## config.mk

```make
export PLATFORM = sky130hd
export DESIGN_NAME = rrr_div
export DESIGN_NICKNAME = d
export VERILOG_FILES = /design/src/sv/rrr_div.sv
export SDC_FILE = /design/constraint.sdc
export NUM_CORES = 2
export LEC_CHECK = 0
export BUFFER_PORTS_ARGS = -buffer_cell sky130_fd_sc_hd__buf_2
export CAP_MARGIN = 20
export CORE_MARGIN = 2
export CORE_UTILIZATION = 35
export DETAILED_ROUTE_END_ITERATION = 7
export SETUP_SLACK_MARGIN = 0.5
export SLEW_MARGIN = 20
export SYNTH_ARGS = -nofsm -noshare
export SYNTH_HDL_FRONTEND = slang
export SYNTH_SLANG_ARGS = --single-unit
export TNS_END_PERCENT = 50
```

## constraint.sdc

```tcl
create_clock -name clk -period 4.8 [get_ports clk]
set_input_delay 1.44 -clock clk [delete_from_list [all_inputs] [get_ports clk]]
set_output_delay 1.44 -clock clk [all_outputs]
set_load 0.05 [all_outputs]
```

## src/sv/rrr_div.sv

```systemverilog
module rrr_div #(
  parameter int DW = 31,
  parameter int QB = 18
) (
  input  logic          clk,
  input  logic          en,
  input  logic [DW-1:0] num_hi,
  input  logic [QB-1:0] num_lo,
  input  logic [DW-1:0] den,
  output logic [QB-1:0] quo
);

  logic [DW-1:0] rem_q [QB];
  logic [QB-1:0] lo_q  [QB];
  logic [DW-1:0] den_q [QB];
  logic [QB-1:0] quo_q [QB];

  // restoring division, one quotient bit per stage
  for (genvar k = 0; k < QB; k++) begin : g_stage
    logic [DW-1:0] rem_in;
    logic [QB-1:0] lo_in;
    logic [DW-1:0] den_in;
    logic [QB-1:0] quo_in;
    logic [DW:0]   t;
    logic          ge;

    if (k == 0) begin : g_first
      assign rem_in = num_hi;
      assign lo_in  = num_lo;
      assign den_in = den;
      assign quo_in = '0;
    end else begin : g_next
      assign rem_in = rem_q[k-1];
      assign lo_in  = lo_q[k-1];
      assign den_in = den_q[k-1];
      assign quo_in = quo_q[k-1];
    end

    assign t  = {rem_in, lo_in[QB-1]};
    assign ge = t >= {1'b0, den_in};

    always_ff @(posedge clk) begin
      if (en) begin
        rem_q[k] <= ge ? DW'(t - {1'b0, den_in}) : t[DW-1:0];
        lo_q[k]  <= lo_in << 1;
        den_q[k] <= den_in;
        quo_q[k] <= {quo_in[QB-2:0], ge};
      end
    end
  end

  assign quo = quo_q[QB-1];

endmodule

```

==> results.toml <==
[critical_path]
arrival_ns = 4.68
cp_max_fo = 15
critPathKind = "reg -> reg"
cp-end-kind = "flop"
required_ns = 5.31
start_kind = "flop"

[pwr]
power-per-cell-area_mw_per_mm2 = 672
leakage_nw = 35.0
ir_drop_v = 0.000408
power_mw = 57.7

[clocking]
tritoncts = "done"
htree_num_levels = 4
clockBufferDepth = 3
cts_sinks = 1378
cts.clk_slew.worst_paths_ns = 0.06
numCtsBuffers = 161
cts_resized = 0
cts_root_buf = "clkbuf_16"
hold_buffers = 0
clkLatencyLatePin_ns = 0.80

[sta]
slew-limit-headroom_pct = 28.3
tightestPinTransition_ns = 1.05
setup_viol = 0
grt_setup_unrepaired = "no"
slew_violations = 0
timing.final.crit_share_pct = 86.9
final.min_clock_period_ns = 4.17
setup_tns_ns = 0
skew_ns = 0.0260
hold_viol_final = 0
fmax_ghz = 0.240

[synth]
syn_nets = 7340
synthCells = 6683
syn-cell-area_sq_mm = 0.0760
dominantRegCellSynth = "edfxtp_1"
synth_edf_count = 1378
avgSynthCellArea_sq_um = 11.4
ys_seq_elements = 1378
async_flop_share_pct = 0
ys_types = 102
yosys_warnings = 0
yosysSeqAreaShare_pct = 54.4

[drt]
dr.pass1.iters = 6
antenna_left = 0
avgRoutedWirePerCell_um = 17.3
vias = 50200
drt_iter0_drc = 2630
routed_wl_mm = 171
via_per_inst = 5.07
remaining_drc_errors = 0

[floorplan]
start_util_pct = 35.1
pin_count = 100
rows = 171
fp.dieW_um = 470
die_area_sq_mm = 0.221
die_y_um = 470
core_sq_mm = 0.217

[global_routing]
grt_pass1_wl_mm = 269
globalRouteOverflowTotal = 0
grt_pass1_vias = 51400
grt_max_degree = 106
grt_usage_pct = 15.2
antenna_found_initial = 1

[place]
place.gp.congestion = 0.951
dpl_cell_area_sq_mm = 0.0805
dp.final_hpwl_mm = 130
io_buffers = 99

[outcome]
status = "finished, final reports clean"

[worst_hold_path]
hold_path.class = "reg -> reg"

[layout]
final_area_sq_mm = 0.0858
drive_above_1_share_pct = 9.51
syn2layout_area_growth_pct = 12.9
seq_area_sq_mm = 0.0414
nets = 7560
multiInputGateArea_sq_mm = 0.0315
layout_common_cells = "edfxtp_1, inv_1, a21oi_1"
fillCellCount = 20600
final_common_cell = "edfxtp_1"

[flow_run]
maxCapViolations = 0
cells by family (layout without fill, tap and decap cells):
logic type / Yosys count / after routing / share of synthesized area [%]
simple gates: 1452 / 1452 / 8.99
xor+xnor: 438 / 438 / 5.05
buf+inv: 841 / 1193 / 4.34
fa+ha+maj: 575 / 575 / 9.63
compound gates: 1827 / 1828 / 15.0
mux: 172 / 172 / 2.53
other cells: 0 / 2 / 0
flops: 1378 / 1378 / 54.4
Yosys cell counts, types with 63 or more instances:
cell,number,area [sq um]
a21oi_1,598,2990
nor3_1,72,360
ha_1,558,6980
nor2_1,401,1510
clkbuf_1,91,342
inv_1,697,2620
mux2_2,158,1780
xnor2_1,256,2240
nand3_1,96,480
nor2b_1,80,500
edfxtp_1,1378,41400
o21bai_1,63,473
a21o_1,306,2300
xor2_1,182,1590
nand2b_1,63,394
o21ai_0,405,2030
o21a_1,73,548
nand4_1,83,519
nand2_1,467,1750
sequential cells by signal (all words and copies together) (netlist names):
signal	flops
den_q	527
rem_q	527
quo_q	171
lo_q	153
layout make-up:
class | count | area share [%]
well taps | 2854 | 4.16
diodes | 2 | 0.00583
clock buffers | 190 | 4.87
clock inverters | 106 | 1.30
multi-input cells | 4465 | 36.7
inverters | 699 | 3.06
repair buffers | 198 | 1.74
flip-flops and latches | 1378 | 48.2
critical path, cell delays in order (launching register included):
cell	delay, ns
edfxtp_1	0.61
inv_1	0.09
ha_1	0.28
buf_4	0.17
a21o_1	0.22
a21o_1	0.19
a21o_1	0.20
a21o_1	0.20
a21oi_1	0.16
nor2b_1	0.07
a2111oi_1	0.83
buf_4	0.29
o21ai_4	0.18
buf_4	0.25
nor2_1	0.09
a21oi_1	0.04
final timing paths:
| path | slack, ns | to | cells past startpoint | start |
|---|---|---|---|---|
| worst max-delay path | 0.63 | rem_q[12][8]$_DFFE_PP_ | 15 | den_q[11][25]$_DFFE_PP_ |
| worst min-delay path | 0.40 | quo_q[3][3]$_DFFE_PP_ | 0 | quo_q[2][2]$_DFFE_PP_ |
| worst max register to register | 0.63 | rem_q[12][8]$_DFFE_PP_ | 15 | den_q[11][25]$_DFFE_PP_ |
| worst min register to register | 0.40 | quo_q[3][3]$_DFFE_PP_ | 0 | quo_q[2][2]$_DFFE_PP_ |
timing repair:
| item | CTS | global route |
|---|---|---|
| buffers inserted | 0 | 0 |
| endpoints found under the setup margin | 0 | 24 |
| hold endpoints to repair | 0 | 0 |
where the power goes:
part | internal [mW] | switching, mW
clock network | 7.15 | 5.10
logic | 11.2 | 14.7
registers | 17.8 | 1.75
per-layer routing:
layer  track usage [%]  up-vias  wire length, um
met2              29.8      989            92900
met3              2.27      487             5250
li1                  -    24900                -
met5                 0        -                0
met4              9.17        0            11200
met1              14.6    23800            61900
through the flow:
| stage | setup slack (ns) | utilization (%) | hold slack [ns] | instances |
|---|---|---|---|---|
| after floorplan | 0.690 | - | 0.400 | 6683 |
| after global placement | 0.216 | 37.2 | 0.401 | 9592 |
| after detailed placement | 0.173 | 37.2 | 0.405 | 9593 |
| after CTS | 0.536 | 39.6 | 0.395 | 9889 |
| after global routing | 0.536 | 39.6 | 0.412 | 9890 |
| final | 0.631 | 39.6 | 0.396 | 9892 |
(Power assumes the default switching activity.)
