**config.mk**
```make
export PLATFORM = sky130hd
export DESIGN_NAME = rrr_isqrt
export DESIGN_NICKNAME = d
export VERILOG_FILES = /design/src/sv/rrr_isqrt.sv
export SDC_FILE = /design/constraint.sdc
export NUM_CORES = 2
export LEC_CHECK = 0
export BUFFER_PORTS_ARGS = -buffer_cell sky130_fd_sc_hd__clkbuf_2
export CAP_MARGIN = 10
export CORE_MARGIN = 2
export CORE_UTILIZATION = 40
export DETAILED_ROUTE_END_ITERATION = 7
export HOLD_SLACK_MARGIN = 0.15
export PLACE_DENSITY = 0.59
export SETUP_SLACK_MARGIN = 0.1
export SLEW_MARGIN = 25
export SYNTH_ARGS = -nofsm -noshare
export SYNTH_HDL_FRONTEND = slang
export SYNTH_SLANG_ARGS = --single-unit
export TNS_END_PERCENT = 50
```
**constraint.sdc**
```tcl
create_clock -name clk -period 6.1 [get_ports clk]
set_input_delay 0.61 -clock clk [delete_from_list [all_inputs] [get_ports clk]]
set_output_delay 0.61 -clock clk [all_outputs]
set_load 0.05 [all_outputs]
```
**src/sv/rrr_isqrt.sv**
```systemverilog
module rrr_isqrt #(
  parameter int W = 62
) (
  input  logic             clk,
  input  logic             en,
  input  logic [W-1:0]     x,
  output logic [W/2-1:0]   root
);

  localparam int N = W / 2;

  logic [W-1:0] rem_q [N];
  logic [W-1:0] res_q [N];

  // one result bit per stage, digit-by-digit square root
  for (genvar j = 0; j < N; j++) begin : g_stage
    localparam logic [W-1:0] BIT = W'(1) << (W - 2 - 2 * j);
    logic [W-1:0] rem_in;
    logic [W-1:0] res_in;
    logic [W-1:0] trial;

    if (j == 0) begin : g_first
      assign rem_in = x;
      assign res_in = '0;
    end else begin : g_next
      assign rem_in = rem_q[j-1];
      assign res_in = res_q[j-1];
    end

    assign trial = res_in + BIT;

    always_ff @(posedge clk) begin
      if (en) begin
        if (rem_in >= trial) begin
          rem_q[j] <= rem_in - trial;
          res_q[j] <= (res_in >> 1) + BIT;
        end else begin
          rem_q[j] <= rem_in;
          res_q[j] <= res_in >> 1;
        end
      end
    end
  end

  assign root = res_q[N-1][N-1:0];

endmodule

```
==> run_results.csv <==
group,metric,value,unit
run_status,outcome,"finished, final reports clean",
run,max-cap-violations,0,
global_routing,grt_util_all_layers,0.2098,
worst_setup_path,cp.depth,11,
final_layout,postLayoutCoreUtil,0.4519,
routing,route.antenna.remaining_nets,0,
worst_setup_path,cpPeakStageDelay,0.62,ns
worst_setup_path,cp_common_cell,"o31a_1",
yosys,mappedNetlistArea,115100,µm²
yosys,synth_area_leaders,"edfxtp_1 (61%), ha_1 (5.7%), xnor2_1 (3.2%)",
clock_tree,clock_insertion_delay_worst_skew,0.89,ns
final_layout,drive_gt1_frac,0.06742,
yosys,synthArstFlopShare,0,
worst_setup_path,worst_path_top_cell_family_by_delay,"compound AO/OA/AOI/OAI gates",
yosys,synth_top_flop_cell,"edfxtp_1",
timing,finalHoldViolCount,0,
worst_setup_path,timing.critical_path.slowest_stage_cell,"a221oi_1",
global_routing,grt_overflow_total,0,
yosys,synth_top_area_share,0.6146,
yosys,synth_cells,9408,
timing,timing.max_slew.rel_slack,0.2531,
min_path,timing.hold.worst.class,"primary input to flip-flop",
clock_tree,post-cts-setup-buffers,0,
yosys,yosysTopAreaCell,"edfxtp_1",
clock_tree,cts_tree,"done",
timing,rsz0062_at_grt,"false",
timing,finalClockSkew,0.08068,ns
worst_setup_path,worstPathArrival,4.95,ns
floorplanning,core-area,285700,µm²
clock_tree,postCtsHoldBufs,62,
floorplanning,die_area,292100,µm²
clock_tree,cts-root-to-sink-buffers,4,
clock_tree,htreeDepth,5,
global_routing,antenna_found_initial,14,
floorplanning,design.portCount,95,
yosys,number_of_enable_flip_flop_cells_after_synthesis,2356,
power_and_ir_drop,power.static_leakage,0.04762,µW
routing,totalWireLength,313500,µm
clock_tree,cts.clk_slew.worst_paths,0.06,ns
timing,totalNegativeSetupSlack,0,ns
clock_tree,cts-root-buf,"clkbuf_16",
placed_design,place.gp.congestion,0.9190,
clock_tree,post_cts.resized_instances,0,
worst_setup_path,timing.critical_path.fanout_max,7,
final_layout,area_growth_syn_to_layout,12.17,%
yosys,syn-mean-instance-area,12.23,µm²
yosys,yosysSeqAreaShare,0.6146,
timing,min_period,4.387,ns
worst_setup_path,timing.critical_path.required,6.66,ns
final_layout,layout.nets,10250,
timing,slew_viol_final,0,
worst_setup_path,worstSetupEndpointType,"flip-flop",
yosys,yosys-top-cells-count,"edfxtp_1 (2,356), nand2_1 (759), inv_1 (650)",
clock_tree,cts_made_buffers,266,
yosys,ys_warnings,0,
floorplanning,initial_utilization,0.4029,
worst_setup_path,path_cells,"inv_1, ha_1, nor2b_1, o31a_1, o31a_1, o21ai_0, o311ai_0, a221oi_1, o41a_1, nand2_1, xnor2_1",
worst_setup_path,worst-path-buf-inv,1,
yosys,synthMostInstantiatedCell,"edfxtp_1",
worst_setup_path,worst-r2r-cell-count,11,
worst_setup_path,critical_path_class,"flip-flop to flip-flop",
timing,report.final.setup_viol,0,
routing,routed_vias,75890,
yosys,yosysUniqueCellTypes,102,
power_and_ir_drop,vdd_ir_max,228.6,µV
routing,drt_pass_1_iters,7,
global_routing,first_global_vias,73040,
power_and_ir_drop,powerDensity,375.3,nW/µm²
yosys,synth.ff_latch_count,2356,
global_routing,grt_max_degree,166,
clock_tree,clock_sink_count,2356,
floorplanning,die_width,540.4,µm
routing,via_density,5.568,
floorplanning,site_rows,196,
routing,first_iter_violations,7442,
min_path,whs_path_depth,1,
worst_setup_path,startpoint_type,"flip-flop",
timing,max_slew.worst_pin.slew,1.110,ns
timing,finalCritPeriodShare,0.7192,
global_routing,wire_length_of_the_first_global_routing_pass,468200,µm
yosys,synth_nets,9997,
timing,fmax,0.2279,GHz
floorplanning,die_boundary_height,540.4,µm
routing,wl_per_cell,23.00,µm
routing,drt_drc_violations_left,0,
placed_design,hpwl,238300,µm
placed_design,portBuffers,94,
[stage by stage]
stage / cells / total power [µW] / hold slack, ns / setup slack (ns) / instance area, µm²
2_1_floorplan: 9408 / 29100 / 0.4166 / 1.235 / 115100
3_3_place_gp: 13090 / 32760 / 0.4280 / 1.502 / 119900
3_5_place_dp: 13090 / 32810 / 0.4278 / 1.693 / 119900
4_1_cts: 13620 / 48690 / 0.1768 / 1.683 / 129000
5_1_grt: 13630 / 50700 / 0.1865 / 1.470 / 129100
6_report: 13630 / 48450 / 0.2000 / 1.713 / 129100
[logic make-up after synthesis]
family | after synthesis | share of synthesized area
xor gates and xnor gates | 829 | 0.06308
muxes | 57 | 0.005413
adders and majority gates | 525 | 0.05707
AOI/OAI and AO/OA | 1756 | 0.09494
buffers and inverters | 885 | 0.02950
and+or+nand+nor | 3000 | 0.1354
DFF | 2356 | 0.6146
[final timing paths]
| check | endpoint | slack, ns | start |
|---|---|---|---|
| setup / recovery | rem_q[1][656] | 1.71 | res_q[1][568] |
| hold reg to reg | rem_q[0][755] | 0.43 | rem_q[0][693] |
| setup reg to reg | rem_q[1][656] | 1.71 | res_q[1][568] |
| hold / removal | rem_q[1][297] | 0.20 | en |
[registers in the layout, summed over array words and instances (netlist names)]
| name | cells |
|---|---|
| rem_q | 1860 |
| res_q | 496 |
[cell type report]
cell class / count / area, µm²
Tap cell: 3762 / 4707
Clock buffer: 322 / 6952
Timing Repair Buffer: 218 / 1678
Fill cell: 25570 / 156600
Clock inverter: 148 / 1534
Multi-Input combinational cell: 6167 / 41030
Inverter: 653 / 2451
Antenna cell: 3 / 7.507
Sequential cell: 2356 / 70750
[power by group]
part	internal, µW	switching [µW]
clock network	9180	6510
registers	20500	2040
logic	3900	6300
[worst register-to-register path: cells and delay by family (launching register included)]
family,cells,cell delay [ns]
AO/OA/AOI/OAI,6,2.66
buffers and inverters,1,0.08
AND/OR/NAND/NOR,2,0.37
flip-flops,1,0.49
adder cells (fa/ha/maj),1,0.35
XOR/XNOR,1,0.17
[routing by layer]
layer | wire length (µm) | global-route usage
met1 | 144100 | 0.3026
met5 | 8 | 0
met3 | 19700 | 0.03177
met2 | 140500 | 0.3275
met4 | 9204 | 0.06004
[placed cells by master, fill, tap and decap left out, drive strengths merged, types with 26 or more instances in the layout]
master       count
edfxtp        2356
and3            60
nand4b          29
nor3           270
nor3b           26
buf             63
clkinv         103
a21oi          434
or3             90
nand2          759
o31ai           33
or2             43
o21a            79
nand3          184
a21o           212
clkbuf         415
nor2b           84
a31oi           48
xor2           405
nand2b         106
a211oi          58
inv            662
ha             525
and2            52
o211ai          36
nor4b           51
o21bai          46
o21ai          587
xnor2          424
mux2            42
nand3b          29
or4             79
nand4          169
nor2           545
nor4           363
dlygate4sd3     62
Power figures use the tool's default switching activity.
