$ cat config.mk
export PLATFORM = sky130hd
export DESIGN_NAME = rrr_delay
export DESIGN_NICKNAME = d
export VERILOG_FILES = /design/src/sv/rrr_delay.sv
export SDC_FILE = /design/constraint.sdc
export NUM_CORES = 1
export LEC_CHECK = 0
export CAP_MARGIN = 5
export CORE_MARGIN = 2
export CORE_UTILIZATION = 46
export DETAILED_ROUTE_END_ITERATION = 6
export DONT_BUFFER_PORTS = 1
export PLACE_DENSITY = 0.58
export SLEW_MARGIN = 20
export SYNTH_ARGS = -nofsm -noshare
export SYNTH_HDL_FRONTEND = slang
export SYNTH_SLANG_ARGS = --single-unit
$ cat constraint.sdc
create_clock -name clk -period 0.8 [get_ports clk]
set_input_delay 0.08 -clock clk [delete_from_list [all_inputs] [get_ports clk]]
set_output_delay 0.08 -clock clk [all_outputs]
set_load 0.01 [all_outputs]
$ cat src/sv/rrr_delay.sv
module rrr_delay #(
  parameter int W = 8,
  parameter int D = 4
) (
  input  logic         clk,
  input  logic         en,
  input  logic [W-1:0] d,
  output logic [W-1:0] q
);

  logic [W-1:0] line [D];

  // shift line that advances with the pipeline
  always_ff @(posedge clk) begin
    if (en) begin
      line[0] <= d;
      for (int k = 1; k < D; k++) begin
        line[k] <= line[k-1];
      end
    end
  end

  assign q = line[D-1];

endmodule

==> results of run 1 <==
==> synthesized netlist by cell type (all sizes together) <==
cell type / number / share of area
edfxtp: 32 / 1.0
==> power by group through the flow <==
stage,clock [uW],combinational [uW],sequential (uW)
6_report,804,30.8,2010
5_1_grt,906,33.3,2020
4_1_cts,842,29.6,2020
3_5_place_dp,0,0,2060
3_3_place_gp,0,0,2050
2_1_floorplan,0,0,2040
==> repair_timing <==
action                     4_1_cts  5_1_grt
setup buffers                    0        0
setup endpoints to repair        8        8
hold endpoints to repair        40       32
cloned                           0        0
==> kinds of logic after synthesis <==
group / count (synthesis) / synth area share
flip-flops: 32 / 1.00
==> path summary, 6_finish.rpt <==
kind	start	endpoint	slack (ps)	cells past startpoint
max	line[3][7]$_DFFE_PP_	q[7]	-40	0
min	en	line[2][4]$_DFFE_PP_	-130	0
max reg2reg	line[2][1]$_DFFE_PP_	line[3][1]$_DFFE_PP_	170	0
min reg2reg	line[1][7]$_DFFE_PP_	line[2][7]$_DFFE_PP_	420	0
==> area by class of cell <==
cell class,count,area share
flip-flops and latches,32,0.853
repair buffers,8,0.0711
clock buffers,5,0.0333
well taps,27,0.0300
clock inverters,3,0.0122
==> routing by layer <==
| layer | vias to the layer above | wire (um) |
|---|---|---|
| li1 | 160 | - |
| met1 | 159 | 349 |
| met2 | 24 | 462 |
| met3 | 3 | 91 |
| met4 | 0 | 26 |
| met5 | - | 0 |
==> stage by stage <==
step                setup slack, ps  std cells  TNS, ps
floorplan                       211         32        0
global placement                208         59        0
detailed placement              178         59        0
CTS                           -54.7         75     -364
global route                  -80.9         75     -516
finish                        -37.0         75     -233
==> impl_metrics.py, run 1 <==
metrics = {
    "run_status": {
        "status": "finished, violations left",
        "violations": "hold timing, setup timing",
    },
    "worst_hold_path": {
        "hold_class": "primary input to flop",
    },
    "timing": {
        "fin_crit_sh": 1.05,
        "relSlewSlack": 0.915,
        "hold_ws_ps": -134,
        "rsz0062_at_grt": "yes",
        "tightest_slew_ps": 128,
        "skew_ps": 7.47,
        "fmax_mhz": 1190,
        "finalSetupViolCount": 8,
        "period_minus_slack_ps": 837,
        "hold_violations": 32,
        "drv_slew": 0,
        "setup_slack_ps": -37.0,
    },
    "yosys": {
        "avgSynthCellArea_um2": 30.0,
        "synth_area_um2": 961,
        "synth.distinct_cells": 1,
        "ys_seq_area_frac": 1.00,
        "syn-num-nets": 42,
        "ys_warn_count": 0,
        "synthCells": 32,
        "ys_seq_elements": 32,
    },
    "detailed_routing": {
        "remaining_drc_errors": 0,
        "via_per_inst": 4.61,
        "ant_nets": 0,
        "vias": 346,
        "wire_per_inst_um": 12.4,
        "first_pass_iters": 2,
        "wirelength_um": 929,
        "drt-initial-drc-count": 8,
    },
    "global_route": {
        "grt_pass1_wl_um": 1350,
        "met2_usage": 0.131,
        "grtUsageMet3": 0.0758,
        "antenna_found_initial": 0,
        "top_usage_layer": "met2",
        "grtUsageTotal": 0.0873,
        "use_met1": 0.0691,
        "grt-ovfl-total": 0,
        "grt_pass1_vias": 338,
        "grt_max_degree": 33,
    },
    "power_and_ir_drop": {
        "combPwrFrac": 0.011,
        "vdd_drop_max_mv": 1.24,
        "p_int_uw": 2320,
        "leakagePower_uw": 0.000379,
        "p_total_uw": 2850,
        "pwr-share-clk": 0.282,
        "power.share.sequential": 0.707,
        "power_density_mw_per_mm2": 2530,
        "swShare": 0.185,
        "switching_power_uw": 526,
    },
    "job": {
        "drv_cap": 0,
    },
    "final_layout": {
        "seqCellArea_um2": 961,
        "multiInputGateArea_um2": 0,
        "final_cell_mix": "edfxtp_1 (32), dlygate4sd3_1 (8), clkbuf_4 (5), clkinv_2 (2), clkinv_1 (1)",
        "largest-register": "line",
        "fin_area_mm2": 0.00113,
        "drive_gt1_frac": 0.146,
        "post-route-util": 0.574,
        "multi_input_cells": 0,
        "num-nets-final": 57,
        "synthToLayoutAreaGrowth_pct": 17.2,
        "fillCellCount": 174,
        "largest_reg_flops": 32,
        "layout_commonest_cell": "edfxtp_1",
        "num_antenna_cells": 0,
        "reg_top3": "line (32)",
    },
    "die": {
        "io_pins": 18,
        "core_area_mm2": 0.00196,
        "die_h_um": 49.7,
        "die_w_um": 49.7,
        "placementRows": 16,
        "die_area_mm2": 0.00247,
        "initial_core_util": 0.490,
    },
    "clock_network": {
        "cts-htree-levels": 2,
        "tritoncts": "yes",
        "cts.path.max_buffers": 2,
        "clkLatencyLatePin_ps": 320,
        "clkSinkCount": 32,
        "cts_buffers": 5,
        "hold_buffers": 8,
        "clock-root-buffer": "clkbuf_4",
        "post_cts_resize_count": 0,
        "clk_pin_slew_ps": 90,
    },
    "place": {
        "port_buffers": 0,
        "placed_area_um2": 995,
        "gp_congestion": 0.571,
    },
    "setup_path": {
        "cp_data_arrival_time_ps": 760,
        "end_kind": "output pin",
        "critPathMaxFanout": 1,
        "critPathRequiredTime_ps": 720,
        "path_class": "flop to output pin",
        "worst_setup_path_start_kind": "flop",
    },
}
No activity file was read; power rests on OpenSTA's default activity.
==> run 2: changes to the inputs <==
- CORE_MARGIN: 2 -> unset
==> impl_metrics.py, run 2 (synthesis results as in run 1) <==
metrics = {
    "global_route": {
        "grt_pass1_vias": 315,
        "grt_max_degree": 33,
        "grt_pass1_wl_um": 1260,
        "grt-ovfl-total": 0,
        "antenna_found_initial": 0,
        "grtUsageTotal": 0.0976,
    },
    "setup_path": {
        "r2r_slack_ps": 160,
        "critPathRequiredTime_ps": 720,
        "regToRegEndpoint": "line[2][0]$_DFFE_PP_",
        "reg2reg_from": "line[1][0]$_DFFE_PP_",
        "rr_worst_depth": 0,
        "critPathMaxFanout": 1,
        "worst_setup_path_start_kind": "flop",
        "cp_data_arrival_time_ps": 750,
        "path_class": "flop to output pin",
        "end_kind": "output pin",
    },
    "final_layout": {
        "num-nets-final": 57,
        "fillCellCount": 167,
        "post-route-util": 0.571,
        "fin_area_mm2": 0.00112,
        "drive_gt1_frac": 0.106,
        "largest-register": "line",
        "synthToLayoutAreaGrowth_pct": 16.5,
        "multi_input_cells": 0,
        "multiInputGateArea_um2": 0,
        "final_cell_mix": "edfxtp_1 (32), dlygate4sd3_1 (8), clkbuf_4 (5), clkinv_1 (2)",
        "layout_commonest_cell": "edfxtp_1",
        "reg_top3": "line (32)",
        "largest_reg_flops": 32,
        "num_antenna_cells": 0,
    },
    "clock_network": {
        "hold_buffers": 8,
        "clkSinkCount": 32,
        "cts.path.max_buffers": 2,
        "cts-htree-levels": 2,
        "cts_buffers": 5,
        "clk_pin_slew_ps": 80,
        "postCtsSetupRepairBufs": 0,
        "clkLatencyLatePin_ps": 310,
        "tritoncts": "yes",
        "clock-root-buffer": "clkbuf_4",
    },
    "timing": {
        "relSlewSlack": 0.919,
        "setup_slack_ps": -26.0,
        "tightest_slew_ps": 122,
        "finalSetupViolCount": 8,
        "drv_slew": 0,
        "fin_crit_sh": 1.03,
        "skew_ps": 1.80,
        "hold_ws_ps": -132,
        "period_minus_slack_ps": 826,
        "fmax_mhz": 1210,
        "hold_violations": 32,
        "rsz0062_at_grt": "yes",
    },
    "power_and_ir_drop": {
        "p_int_uw": 2310,
        "power_density_mw_per_mm2": 2500,
        "swShare": 0.176,
        "power.share.sequential": 0.719,
        "combPwrFrac": 0.011,
        "switching_power_uw": 494,
        "vdd_drop_max_mv": 1.61,
        "leakagePower_uw": 0.000373,
        "p_total_uw": 2800,
        "pwr-share-clk": 0.270,
    },
    "die": {
        "die_area_mm2": 0.00228,
        "die_w_um": 47.7,
        "placementRows": 16,
        "die_h_um": 47.7,
        "core_area_mm2": 0.00196,
        "io_pins": 18,
        "initial_core_util": 0.490,
    },
    "place": {
        "gp_congestion": 0.561,
        "place_ws_ps": 171,
        "placed_area_um2": 995,
        "port_buffers": 0,
    },
    "detailed_routing": {
        "drt-initial-drc-count": 3,
        "vias": 334,
        "remaining_drc_errors": 0,
        "first_pass_iters": 4,
        "via_per_inst": 4.51,
        "wire_per_inst_um": 11.8,
        "wirelength_um": 875,
        "ant_nets": 0,
    },
    "run_status": {
        "violations": "hold timing, setup timing",
        "status": "finished, violations left",
    },
    "job": {
        "drv_cap": 0,
    },
    "worst_hold_path": {
        "hold_class": "primary input to flop",
        "whs_path_depth": 0,
        "worstHoldStart": "en",
        "min_to": "line[0][6]$_DFFE_PP_",
    },
}
-- run 2: routing by layer --
layer	part of all wire	vias up	global-route usage	wire length, um
met4	0.033	0	0.0833	29
li1	-	158	-	-
met2	0.47	24	0.135	414
met5	0	-	0	0
met3	0.094	5	0.0792	82
met1	0.40	147	0.0907	348
-- run 2: timing repair --
item                                   4_1_cts  5_1_grt
pin swaps                                    0        0
setup endpoints to repair                    8        8
gates resized for setup                      0        0
endpoints found under the hold margin       40       32
-- run 2: area by class of cell --
class                 instances  area, um2  area share
clock inverter                2       7.51     0.00670
clock buffer                  5       37.5      0.0335
tap                          27       33.8      0.0302
timing repair buffer          8       80.1      0.0715
sequential                   32        961       0.858
-- run 2: metrics by stage --
step	cells	setup TNS, ps
6_report	74	-173
3_5_place_dp	59	0
3_3_place_gp	59	0
2_1_floorplan	32	0
4_1_cts	74	-312
5_1_grt	74	-489
-- run 2: power by group through the flow --
stage	sequential [uW]	clock, uW	combinational (uW)
2_1_floorplan	2040	0	0
3_3_place_gp	2050	0	0
3_5_place_dp	2060	0	0
4_1_cts	2020	784	29.4
5_1_grt	2030	847	33.3
6_report	2010	756	30.7
-- run 2: worst max-delay path by stage --
| stage | end | cells past startpoint | start | slack (ps) |
|---|---|---|---|---|
| floorplan | line[1][0]$_DFFE_PP_ | 0 | line[0][0]$_DFFE_PP_ | 210 |
| global placement | line[3][1]$_DFFE_PP_ | 0 | line[2][1]$_DFFE_PP_ | 210 |
| detailed placement | line[1][0]$_DFFE_PP_ | 0 | line[0][0]$_DFFE_PP_ | 170 |
| CTS | q[5] | 0 | line[3][5]$_DFFE_PP_ | -40 |
| global route | q[6] | 0 | line[3][6]$_DFFE_PP_ | -70 |
| finish | q[5] | 0 | line[3][5]$_DFFE_PP_ | -30 |
