$ cat src/sv/rrr_pkg.sv
package rrr_pkg;

  localparam int FIELD_W = 24;
  localparam int RATIO_W = 18;
  localparam int CLAMP_W = 31;

  localparam logic CMD_REFLECT = 1'b0;
  localparam logic CMD_REFRACT = 1'b1;

  localparam logic signed [63:0] CLAMP_MAX = 64'sd1073741823;
  localparam logic signed [63:0] CLAMP_MIN = -64'sd1073741824;
  localparam logic signed [63:0] SAT_MAX   = 64'sd8388607;
  localparam logic signed [63:0] SAT_MIN   = -64'sd8388608;

  typedef logic signed [FIELD_W-1:0] coord_t;
  typedef logic signed [CLAMP_W-1:0] clamp_t;
  typedef logic [RATIO_W-1:0]        ratio_t;

  typedef struct packed {
    coord_t out_x;
    coord_t out_y;
    coord_t out_z;
    logic   ok;
  } result_t;

  // round half up, then drop f fraction bits
  function automatic logic signed [63:0] rnd(input logic signed [63:0] v, input int unsigned f);
    rnd = (v + (64'sd1 <<< (f - 1))) >>> f;
  endfunction

  // saturate to the 31-bit intermediate range
  function automatic clamp_t clamp30(input logic signed [63:0] v);
    if (v > CLAMP_MAX) begin
      clamp30 = CLAMP_W'(CLAMP_MAX);
    end else if (v < CLAMP_MIN) begin
      clamp30 = CLAMP_W'(CLAMP_MIN);
    end else begin
      clamp30 = CLAMP_W'(v);
    end
  endfunction

  // saturate to the output field range
  function automatic coord_t sat24(input logic signed [63:0] v);
    if (v > SAT_MAX) begin
      sat24 = FIELD_W'(SAT_MAX);
    end else if (v < SAT_MIN) begin
      sat24 = FIELD_W'(SAT_MIN);
    end else begin
      sat24 = FIELD_W'(v);
    end
  endfunction

endpackage

$ cat src/sv/rrr_res_if.sv
interface rrr_res_if;
  logic            valid;
  logic            ready;
  rrr_pkg::coord_t out_x;
  rrr_pkg::coord_t out_y;
  rrr_pkg::coord_t out_z;
  logic            ok;

  modport source (
    output valid, out_x, out_y, out_z, ok,
    input  ready
  );
  modport sink (
    input  valid, out_x, out_y, out_z, ok,
    output ready
  );
endinterface

$ cat src/sv/rrr_outbuf.sv
module rrr_outbuf (
  input  logic             clk,
  input  logic             rst,
  input  logic             arrive_valid,
  input  rrr_pkg::result_t arrive_data,
  output logic             advance,
  rrr_res_if.source        res
);

  logic             out_vld;
  logic             skid_vld;
  rrr_pkg::result_t out_data;
  rrr_pkg::result_t skid_data;
  logic             arrive;
  logic             take;

  assign advance = !skid_vld;
  assign arrive  = arrive_valid && advance;
  assign take    = out_vld && res.ready;

  // output register plus one skid entry
  always_ff @(posedge clk) begin
    if (rst) begin
      out_vld  <= 1'b0;
      skid_vld <= 1'b0;
    end else if (skid_vld) begin
      if (take) begin
        skid_vld <= 1'b0;
      end
    end else if (arrive) begin
      if (!out_vld || take) begin
        out_vld <= 1'b1;
      end else begin
        skid_vld <= 1'b1;
      end
    end else if (take) begin
      out_vld <= 1'b0;
    end
  end

  // payload moves without reset
  always_ff @(posedge clk) begin
    if (skid_vld) begin
      if (take) begin
        out_data <= skid_data;
      end
    end else if (arrive) begin
      if (!out_vld || take) begin
        out_data <= arrive_data;
      end else begin
        skid_data <= arrive_data;
      end
    end
  end

  assign res.valid = out_vld;
  assign res.out_x = out_data.out_x;
  assign res.out_y = out_data.out_y;
  assign res.out_z = out_data.out_z;
  assign res.ok    = out_data.ok;

`ifndef SYNTHESIS
  a_skid_needs_out: assert property (@(posedge clk) disable iff (rst)
    skid_vld |-> out_vld) else $error("skid entry held without output entry");
  a_stall_to_skid: assert property (@(posedge clk) disable iff (rst)
    (arrive && out_vld && !res.ready) |=> skid_vld) else $error("stalled arrival not parked");
  a_hold_payload: assert property (@(posedge clk) disable iff (rst)
    (res.valid && !res.ready) |=> (res.valid && $stable(out_data)))
    else $error("waiting result changed");
`endif

endmodule

$ cat src/flat_wrapper.sv
// flat-port wrapper written by rule: the top's interface ports become plain ports
module rrr_outbuf_flat 
  (clk, rst, arrive_valid, arrive_data, advance, res_valid, res_out_x, res_out_y, res_out_z, res_ok, res_ready);
  rrr_res_if res_i ();
  input  logic clk;
  input  logic rst;
  input  logic arrive_valid;
  input  rrr_pkg::result_t arrive_data;
  output logic advance;
  output wire logic [$bits(res_i.valid)-1:0] res_valid;
  output wire logic [$bits(res_i.out_x)-1:0] res_out_x;
  output wire logic [$bits(res_i.out_y)-1:0] res_out_y;
  output wire logic [$bits(res_i.out_z)-1:0] res_out_z;
  output wire logic [$bits(res_i.ok)-1:0] res_ok;
  input wire logic [$bits(res_i.ready)-1:0] res_ready;
  assign res_valid = res_i.valid;
  assign res_out_x = res_i.out_x;
  assign res_out_y = res_i.out_y;
  assign res_out_z = res_i.out_z;
  assign res_ok = res_i.ok;
  assign res_i.ready = res_ready;
  rrr_outbuf u_core (.clk(clk), .rst(rst), .arrive_valid(arrive_valid), .arrive_data(arrive_data), .advance(advance), .res(res_i));
endmodule
$ cat config.mk
export PLATFORM = sky130hd
export DESIGN_NAME = rrr_outbuf_flat
export DESIGN_NICKNAME = d
export VERILOG_FILES = /design/src/sv/rrr_pkg.sv /design/src/sv/rrr_res_if.sv /design/src/sv/rrr_outbuf.sv /design/src/flat_wrapper.sv
export SDC_FILE = /design/constraint.sdc
export NUM_CORES = 1
export LEC_CHECK = 0
export BUFFER_PORTS_ARGS = -buffer_cell sky130_fd_sc_hd__buf_4
export CORE_MARGIN = 2
export CORE_UTILIZATION = 58
export CTS_BUF_LIST = sky130_fd_sc_hd__clkbuf_2 sky130_fd_sc_hd__clkbuf_4 sky130_fd_sc_hd__clkbuf_8
export DETAILED_ROUTE_END_ITERATION = 10
export GPL_TIMING_DRIVEN = 0
export PLACE_DENSITY = 0.95
export SLEW_MARGIN = 40
export SYNTH_ARGS = -nofsm -noshare
export SYNTH_HDL_FRONTEND = slang
export SYNTH_SLANG_ARGS = --single-unit
$ cat constraint.sdc
create_clock -name clk -period 13.1 [get_ports clk]
set_input_delay 3.275 -clock clk [delete_from_list [all_inputs] [get_ports clk]]
set_output_delay 3.275 -clock clk [all_outputs]
set_load 0.02 [all_outputs]
==> flow_summary.yaml, run 1 <==
logic_synthesis:
  netlist_area_mm2: 0.00546
  synthTopCellsByArea: "sky130_fd_sc_hd__edfxtp_1, sky130_fd_sc_hd__mux2_2, sky130_fd_sc_hd__mux2_4, sky130_fd_sc_hd__dfxtp_1, sky130_fd_sc_hd__buf_6"
  synthArstFlopShare_pct: 0
  synth_seq_cells: 148
  seq_area_frac_synth_pct: 81.1
  synth-main-ff-cell: "sky130_fd_sc_hd__edfxtp_1"
  synth_cell_types: 15
  yosys_warnings: 0
  synth_top_area_cell: "sky130_fd_sc_hd__edfxtp_1"
  synth_edf_count: 146
  synthDominantCellAreaShare_pct: 80.3
  yosys-top-cells-count: "sky130_fd_sc_hd__edfxtp_1, sky130_fd_sc_hd__mux2_2, sky130_fd_sc_hd__mux2_4"
  synthesis.area_per_instance_um2: 22.6
  synthCells: 241
  post-synth-top-count-cell: "sky130_fd_sc_hd__edfxtp_1"
  synth.net_count: 318
flow_run:
  cap_violations: 0
setup_path:
  cp_slowest_stage_delay_ns: 0.33
  worst-endpoint-required_ns: 9.82
  worst_path_max_delay_cell: "sky130_fd_sc_hd__dfxtp_1"
  start_kind: "flop"
  reg2reg_depth: 7
  crit_path_end_kind: "primary output"
  worstPathCellList: "buf_6 > buf_6 > buf_8 > inv_1 > buf_4"
  cp_data_arrival_time_ns: 1.44
  critPathKind: "flop to primary output"
  crit_path_frequent_cell: "sky130_fd_sc_hd__buf_6"
  reg2reg_slack_ns: 10.90
  crit-reg2reg-launch: "u_core.skid_vld$_SDFF_PP0_"
  reg_to_reg_critical_path_endpoint: "u_core.res.out_z[9]$_DFFE_PP_"
  crit_path_max_fanout: 10
power:
  power_density_mw_per_mm2: 147
  irDropWorstVdd_mv: 0.105
  p_leak_nw: 2.76
drt:
  dr_drc_count: 0
  antenna_left: 0
  firstDrtPassIters: 5
  num_vias: 2868
  routed_wire_length_per_instance_um: 18.6
  wl_um: 10000
  detail_route.iter0.violations: 116
  drt-vias-per-instance: 5.32
sta:
  maximum_frequency_from_static_timing_analysis_mhz: 212
  final_period_minus_worst_setup_slack_ns: 4.71
  worst_pin_slew_ns: 0.616
  setup_viol: 0
  maxSlewViolCount: 0
  hold_viol: 0
  worst_clock_skew_ns: 0.0121
  fin_crit_sh_pct: 36.0
  max_slew_margin_pct: 58.8
  final.setup.tns_ns: 0
  rsz0062_at_grt: "false"
floorplan:
  core_area_mm2: 0.00920
  initial_utilization_pct: 59.3
  top_level_ports: 152
  row_count: 35
  dieWidth_um: 101
  die-area_mm2: 0.0102
  die_h_um: 101
clock_network:
  cts.clk_slew.worst_paths_ns: 0.08
  cts_num_sinks: 148
  cts_buffers: 17
  cts.repair_timing.setup_buffer_count: 0
  cts-resized-gates: 0
  postCtsHoldBufs: 0
  cts-root-buf: "sky130_fd_sc_hd__clkbuf_8"
  max-clock-path-buffers: 2
  cts_max_level: 4
  clk_latency_ns: 0.43
  clock_tree_from_tritoncts: "yes"
min_path:
  holdPathEnd: "u_core.res.out_x[2]$_DFFE_PP_"
  hold_path.class: "flop to flop"
  min_from: "u_core.skid_data[51]$_DFFE_PP_"
  worstHoldPathCells: 1
layout:
  n_fill_cell: 487
  antenna-diode-count: 0
  post-route-cell-area_mm2: 0.00725
  layout-drive-gt1-share_pct: 63.3
  areaGrowthSynthToFinish_pct: 32.8
  final_nets: 493
global_route:
  grt_overflow_total: 0
  grt_pass1_vias: 3019
  grt_first_pass_wirelength_um: 15300
  grt_antenna_before_repair: 0
  grt_max_degree: 38
  gr-usage-all-layers_pct: 20.6
place:
  place.detailed.hpwl_um: 7130
  gp_congestion: 0.763
  detailed_place.area_mm2: 0.00682
  numPortBuffers: 151
status:
  run_status: "complete, no violations"
==> metal layers <==
metal | up-vias | GRT usage [%] | wire (um)
met4 | 0 | 7.80 | 105
li1 | 1309 | - | -
met2 | 116 | 34.8 | 5380
met3 | 13 | 7.28 | 702
met1 | 1430 | 24.3 | 3850
met5 | - | 0 | 0
==> worst max path at each step <==
stage | end | slack (ns) | depth (start not counted) | startpoint
after floorplan | u_core.res.ok$_DFFE_PP_ | 5.68 | 2 | arrive_valid
after global placement | u_core.res.out_y[10]$_DFFE_PP_ | 3.98 | 3 | arrive_valid
after detailed placement | u_core.res.out_y[6]$_DFFE_PP_ | 8.32 | 5 | arrive_valid
after CTS | advance | 8.35 | 5 | u_core.skid_vld$_SDFF_PP0_
after global routing | advance | 8.29 | 5 | u_core.skid_vld$_SDFF_PP0_
final | advance | 8.39 | 5 | u_core.skid_vld$_SDFF_PP0_
==> cell type report <==
type / count / area (um2) / area share [%]
plain buffers: 9 / 73.8 / 1.02
clock buffers: 18 / 241 / 3.33
clock inverters: 13 / 181 / 2.50
inverters: 3 / 11.3 / 0.155
multi-input cells: 81 / 961 / 13.3
flip-flops and latches: 148 / 4420 / 61.1
well taps: 111 / 139 / 1.92
repair buffers: 156 / 1210 / 16.8
==> registers in the layout, summed over array words and instances (netlist names) <==
| signal | count |
|---|---|
| u_core.res.out_z | 24 |
| u_core.res.ok | 1 |
| u_core.skid_vld | 1 |
| u_core.res.out_y | 24 |
| u_core.res.out_x | 24 |
| u_core.skid_data | 73 |
| u_core.res.valid | 1 |
==> cells in the final DEF, fill, tap and decap left out, types with 2 or more instances in the layout <==
| cell type | n |
|---|---|
| sky130_fd_sc_hd__buf_2 | 5 |
| sky130_fd_sc_hd__buf_4 | 151 |
| sky130_fd_sc_hd__buf_6 | 3 |
| sky130_fd_sc_hd__buf_8 | 5 |
| sky130_fd_sc_hd__bufinv_16 | 4 |
| sky130_fd_sc_hd__clkbuf_8 | 17 |
| sky130_fd_sc_hd__clkinv_2 | 3 |
| sky130_fd_sc_hd__dfxtp_1 | 2 |
| sky130_fd_sc_hd__edfxtp_1 | 146 |
| sky130_fd_sc_hd__inv_1 | 3 |
| sky130_fd_sc_hd__inv_6 | 3 |
| sky130_fd_sc_hd__mux2_2 | 57 |
| sky130_fd_sc_hd__mux2_4 | 16 |
==> cell families (layout without fill, tap and decap cells) <==
| group | Yosys count | in the layout | share of synthesized area (%) |
|---|---|---|---|
| AND/OR/NAND/NOR | 3 | 3 | 0.390 |
| multiplexers | 74 | 74 | 16.3 |
| AO/OA/AOI/OAI | 4 | 4 | 0.619 |
| buffers and inverters | 12 | 199 | 1.56 |
| flip-flops | 148 | 148 | 81.1 |
==> critical path, delay by kind of cell, from the launching register on <==
| kind | cells | cell delay [ns] |
|---|---|---|
| buffers and inverters | 5 | 0.68 |
| DFF | 1 | 0.33 |
==> power breakdown <==
| part | internal [mW] | switching, mW |
|---|---|---|
| Clock | 0.209 | 0.164 |
| Sequential | 0.554 | 0.00828 |
| Combinational | 0.0645 | 0.0658 |
| Total | 0.828 | 0.238 |
==> per-stage QoR <==
step	util, %	hold slack, ns	setup slack, ns	total power, mW	std cells
2_1_floorplan	-	0.523	5.68	0.640	241
3_3_place_gp	73.2	0.528	3.98	0.698	503
3_5_place_dp	74.2	0.531	8.32	0.705	508
4_1_cts	78.8	0.552	8.35	1.07	539
5_1_grt	78.8	0.566	8.29	1.10	539
6_report	78.8	0.549	8.39	1.07	539
No activity file was read; power rests on OpenSTA's default activity.
==> run 2: changes to the inputs <==
- ABC_AREA: default -> 1
- CORE_UTILIZATION: 58 -> 49
- PLACE_DENSITY: 0.95 -> 0.88
- clock period: 13.1 -> 4.2 ns (I/O delays scaled with it)
==> run 2 against run 1 <==
  * Total power rose to 3.0 times the previous value
  * Die area grew 18%
  * Count of clock-buffer cells in the layout unchanged
  * Via count rose by 23%
  * Clock power rose to 3.0 times the previous value
  * Area after synthesis barely moved
  * Hold slack worse by 0.035 ns
  * Sequential cell count unchanged
==> flow_summary.yaml, run 2 <==
status:
  run_status: "complete, no violations"
min_path:
  min_from: "u_core.skid_data[27]$_DFFE_PP_"
  hold_path.class: "flop to flop"
logic_synthesis:
  synthTopCellsByArea: "sky130_fd_sc_hd__edfxtp_1, sky130_fd_sc_hd__nand2_1, sky130_fd_sc_hd__buf_6, sky130_fd_sc_hd__buf_2, sky130_fd_sc_hd__dfxtp_1"
  synthArstFlopShare_pct: 0
  synthesis.area_per_instance_um2: 13.5
  yosys_warnings: 0
  synthCells: 403
  post-synth-top-count-cell: "sky130_fd_sc_hd__nand2_1"
  yosys-top-cells-count: "sky130_fd_sc_hd__nand2_1, sky130_fd_sc_hd__edfxtp_1, sky130_fd_sc_hd__buf_2, sky130_fd_sc_hd__buf_6, sky130_fd_sc_hd__inv_1"
  synth_cell_types: 11
  synthDominantCellAreaShare_pct: 80.3
  synth_top_area_cell: "sky130_fd_sc_hd__edfxtp_1"
  synth.net_count: 480
  netlist_area_mm2: 0.00546
  seq_area_frac_synth_pct: 81.0
  synth_seq_cells: 148
  synth_edf_count: 146
  synth-main-ff-cell: "sky130_fd_sc_hd__edfxtp_1"
sta:
  maximum_frequency_from_static_timing_analysis_mhz: 418
  worst_pin_slew_ns: 0.576
  worst_clock_skew_ns: 0.00773
  max_slew_margin_pct: 61.5
  final.setup.tns_ns: 0
  maxSlewViolCount: 0
  rsz0062_at_grt: "false"
  fin_crit_sh_pct: 56.9
  hold_viol: 0
  setup_viol: 0
  final_period_minus_worst_setup_slack_ns: 2.39
global_route:
  grt_antenna_before_repair: 0
  gr-usage-all-layers_pct: 19.2
  grt_pass1_vias: 3495
  grt_overflow_total: 0
  grt_first_pass_wirelength_um: 17000
  grt_max_degree: 63
place:
  place.detailed.hpwl_um: 7850
  numPortBuffers: 151
  detailed_place.area_mm2: 0.00691
  gp_congestion: 0.734
setup_path:
  worst-endpoint-required_ns: 3.15
  crit_path_end_kind: "primary output"
  crit_path_max_fanout: 10
  cp_slowest_stage_delay_ns: 0.31
  crit-reg2reg-launch: "u_core.skid_vld$_SDFF_PP0_"
  critical-path-top-delay-family: "buffers and inverters"
  critPathKind: "flop to primary output"
  crit_buf_inv: 4
  worst_path_max_delay_cell: "sky130_fd_sc_hd__dfxtp_1"
  cp_data_arrival_time_ns: 1.34
  start_kind: "flop"
  startpoint: "u_core.skid_vld$_SDFF_PP0_"
  worstPathCellList: "buf_6 > inv_2 > buf_2 > buf_4"
layout:
  n_fill_cell: 785
  final_nets: 655
  layout_common_cells: "sky130_fd_sc_hd__nand2_1, sky130_fd_sc_hd__buf_4, sky130_fd_sc_hd__edfxtp_1"
  largest_reg_flops: 73
  areaGrowthSynthToFinish_pct: 33.9
  largest_register: "u_core.skid_data"
  post-route-cell-area_mm2: 0.00731
  layout-drive-gt1-share_pct: 34.9
  utilization_pct: 67.5
  layout.cells.most_common: "sky130_fd_sc_hd__nand2_1"
  antenna-diode-count: 0
clock_network:
  cts_num_sinks: 148
  cts-root-buf: "sky130_fd_sc_hd__clkbuf_8"
  max-clock-path-buffers: 2
  clock_tree_from_tritoncts: "yes"
  clk_latency_ns: 0.42
  postCtsHoldBufs: 0
  cts_buffers: 17
  cts.clk_slew.worst_paths_ns: 0.08
  cts-resized-gates: 0
  cts_max_level: 4
  cts.repair_timing.setup_buffer_count: 0
drt:
  wl_um: 11200
  drt-vias-per-instance: 4.83
  detail_route.iter0.violations: 209
  num_vias: 3533
  antenna_left: 0
  routed_wire_length_per_instance_um: 15.3
  dr_drc_count: 0
  firstDrtPassIters: 4
floorplan:
  top_level_ports: 152
  core_area_mm2: 0.0108
  dieWidth_um: 110
  initial_utilization_pct: 50.4
  die_h_um: 110
  row_count: 38
  die-area_mm2: 0.0120
power:
  power_density_mw_per_mm2: 441
  p_leak_nw: 3.13
  irDropWorstVdd_mv: 0.237
flow_run:
  cap_violations: 0
## run 2: where the power goes
part | internal [mW] | switching (mW) | leakage, nW
Combinational | 0.163 | 0.206 | 1.55
Sequential | 1.72 | 0.0228 | 1.39
Clock | 0.590 | 0.522 | 0.197
Total | 2.47 | 0.751 | 3.13
## run 2: worst min-delay path: cells and delay by family, from the launching register on
family	cells	cell delay, ns
and+or+nand+nor	2	0.10
DFF	1	0.32
## run 2: kinds of logic (layout without fill, tap and decap cells)
group,count (synthesis),count (layout),share of synthesized area (%)
AOI/OAI and AO/OA,2,2,0.183
buffers and inverters,24,212,3.00
DFF,148,148,81.0
and+or+nand+nor,229,229,15.8
## run 2: worst paths after layout
path                            slack (ns)                       endpoint  depth (start not counted)
worst max register to register        2.21  u_core.res.out_x[3]$_DFFE_PP_                          7
worst min-delay path                  0.51  u_core.res.out_y[2]$_DFFE_PP_                          2
worst max-delay path                  1.81                        advance                          4
worst min register to register        0.51  u_core.res.out_y[2]$_DFFE_PP_                          2
## run 2: stage by stage
stage	power (mW)	setup slack, ns	hold WS (ns)	cells
floorplan	1.94	0.511	0.490	403
detailed placement	2.15	1.73	0.502	699
CTS	3.26	1.78	0.516	731
global route	3.34	1.73	0.532	731
global placement	2.12	-0.527	0.498	694
finish	3.22	1.81	0.514	731
## run 2: cell type report
| class | instances | area [um2] | share of cell area, % |
|---|---|---|---|
| Multi-Input combinational cell | 231 | 882 | 12.1 |
| Inverter | 7 | 31.3 | 0.428 |
| Buffer | 17 | 138 | 1.88 |
| Sequential cell | 148 | 4420 | 60.5 |
| Tap cell | 140 | 175 | 2.40 |
| Clock inverter | 14 | 161 | 2.21 |
| Timing Repair Buffer | 156 | 1260 | 17.2 |
| Clock buffer | 18 | 241 | 3.30 |
## run 2: metal layers
layer | track usage (%) | up-vias | part of all wire, % | wire length [um]
li1 | - | 1702 | - | -
met1 | 22.6 | 1678 | 39 | 4380
met2 | 32.2 | 142 | 51 | 5750
met3 | 7.59 | 11 | 8.4 | 935
met4 | 6.33 | 0 | 0.87 | 97
met5 | 0 | - | 0 | 0
==> run 3: changes to the inputs <==
- clock period: 4.2 -> 2 ns (I/O delays scaled with it)
==> run 3 against run 2 <==
  * Sequential share of layout area increased by 0.17 points
  * First-iteration DRC count decreased by 7.7%
  * Combinational power increased by 110%
  * Critical path type is now flop to flop
  * Largest power group unchanged
  * Highest routed layer unchanged
==> flow_summary.yaml, run 3 (synthesized netlist as in run 2, its figures left out) <==
place:
  placed_cells: 701
  gp_congestion: 0.736
  place.detailed.hpwl_um: 7820
  numPortBuffers: 151
  detailed_place.area_mm2: 0.00694
  dp_slack_ns: -0.0143
drt:
  num_vias: 3568
  drt-vias-per-instance: 4.85
  dr_drc_count: 0
  antenna_left: 0
  wl_um: 11200
  detail_route.iter0.violations: 193
  routed_wire_length_per_instance_um: 15.2
  firstDrtPassIters: 4
clock_network:
  cts-root-buf: "sky130_fd_sc_hd__clkbuf_8"
  max-clock-path-buffers: 2
  cts_max_level: 4
  cts.clk_slew.worst_paths_ns: 0.08
  cts-resized-gates: 0
  cts_num_sinks: 148
  cts_buffers: 17
  clk_latency_ns: 0.44
  clock_tree_from_tritoncts: "yes"
flow_run:
  cap_violations: 0
global_route:
  grt_max_degree: 29
  grt_first_pass_wirelength_um: 17200
  grt_overflow_total: 0
  gr-usage-all-layers_pct: 19.4
  grt_antenna_before_repair: 0
  grt_pass1_vias: 3565
setup_path:
  reg_to_reg_critical_path_endpoint: "u_core.res.out_y[13]$_DFFE_PP_"
  reg2reg_depth: 7
  cp_data_arrival_time_ns: 2.04
  worst-endpoint-required_ns: 2.15
  crit_path_end_kind: "flop"
  crit_path_max_fanout: 20
  critPathKind: "flop to flop"
  reg2reg_slack_ns: 0.11
  start_kind: "flop"
  crit-reg2reg-launch: "u_core.skid_vld$_SDFF_PP0_"
sta:
  fin_crit_sh_pct: 94.5
  max_slew_margin_pct: 66.2
  final_period_minus_worst_setup_slack_ns: 1.89
  final.setup.tns_ns: 0
  final.setup.worst_slack_ns: 0.110
  worst_clock_skew_ns: 0.0106
  setup_viol: 0
  rsz0062_at_grt: "false"
  maximum_frequency_from_static_timing_analysis_mhz: 529
  maxSlewViolCount: 0
  hold_viol: 0
  worst_pin_slew_ns: 0.506
floorplan:
  die_h_um: 110
  core_area_mm2: 0.0108
  dieWidth_um: 110
  initial_utilization_pct: 50.4
  top_level_ports: 152
  row_count: 38
  die-area_mm2: 0.0120
layout:
  layout-drive-gt1-share_pct: 36.0
  n_fill_cell: 800
  layoutNonFillerInstCount: 735
  layout_common_cells: "sky130_fd_sc_hd__nand2_1, sky130_fd_sc_hd__buf_4, sky130_fd_sc_hd__edfxtp_1"
  largest_register: "u_core.skid_data"
  areaGrowthSynthToFinish_pct: 33.6
  final_nets: 659
  antenna-diode-count: 0
  largest_reg_flops: 73
  layout.cells.most_common: "sky130_fd_sc_hd__nand2_1"
  post-route-cell-area_mm2: 0.00729
  utilization_pct: 67.3
status:
  run_status: "complete, no violations"
power:
  irDropWorstVdd_mv: 0.534
  p_leak_nw: 3.10
  power_density_mw_per_mm2: 882
min_path:
  worstHoldPathCells: 2
  holdPathEnd: "u_core.skid_vld$_SDFF_PP0_"
  hold_path.class: "input port to flop"
  min_from: "rst"
## run 3: changes by cell type in the layout (fill, tap and decap cells not counted), sizes merged
cell	change
clkinv	-3
bufinv	-3
clkinvlp	+4
clkbuf	+2
buf	+4
## run 3: what timing repair did
item | in CTS | in global routing
setup buffers | 0 | 2
hold endpoints to repair | 0 | 0
endpoints found under the setup margin | 0 | 28
hold buffers | 0 | 0
## run 3: area by class of cell
cell class,instances,area (um2),area share [%]
flip-flops and latches,148,4430,60.7
repair buffers,160,1280,17.6
multi-input cells,231,895,12.3
clock buffers,20,256,3.52
well taps,140,175,2.40
plain buffers,17,141,1.94
clock inverters,12,83.8,1.15
inverters,7,32.5,0.446
## run 3: how the worst max path moves through the flow
stage	endpoint	start	slack (ns)	cells past startpoint
after floorplan	u_core.res.ok$_DFFE_PP_	u_core.skid_vld$_SDFF_PP0_	-0.29	5
after global placement	u_core.res.out_y[19]$_DFFE_PP_	u_core.skid_vld$_SDFF_PP0_	-0.91	4
after detailed placement	u_core.skid_data[47]$_DFFE_PP_	res_ready	-0.01	6
after CTS	u_core.skid_data[47]$_DFFE_PP_	u_core.skid_vld$_SDFF_PP0_	0.06	7
after global routing	u_core.res.out_y[6]$_DFFE_PP_	u_core.skid_vld$_SDFF_PP0_	0.01	7
final	u_core.res.out_y[13]$_DFFE_PP_	u_core.skid_vld$_SDFF_PP0_	0.11	7
## run 3: report_power, final
group          total, mW  switching (mW)  internal (mW)  leakage [nW]
logic              0.774           0.437          0.337          1.56
clock network       2.00            1.11          0.893         0.157
registers           3.66          0.0468           3.61          1.39
## run 3: through the flow
stage | hold WS (ns) | total power, mW
2_1_floorplan | 0.490 | 4.08
3_3_place_gp | 0.499 | 4.45
3_5_place_dp | 0.498 | 4.51
4_1_cts | 0.197 | 6.50
5_1_grt | 0.200 | 6.67
6_report | 0.233 | 6.44
## run 3: routing by layer
metal,global-route usage (%),share of wire (%),vias up,wire [um]
li1,-,-,1709,-
met1,23.8,40,1718,4520
met2,31.7,51,128,5720
met3,6.11,7.4,13,826
met4,8.68,1.3,0,142
met5,0,0,-,0
## run 3: worst max-delay path, cell delays in order, from the launching register on
cell                      delay (ns)
sky130_fd_sc_hd__dfxtp_1        0.31
sky130_fd_sc_hd__buf_6          0.12
sky130_fd_sc_hd__inv_4          0.05
sky130_fd_sc_hd__buf_8          0.15
sky130_fd_sc_hd__nand2_4        0.07
sky130_fd_sc_hd__a21oi_4        0.44
sky130_fd_sc_hd__buf_8          0.23
sky130_fd_sc_hd__buf_8          0.20
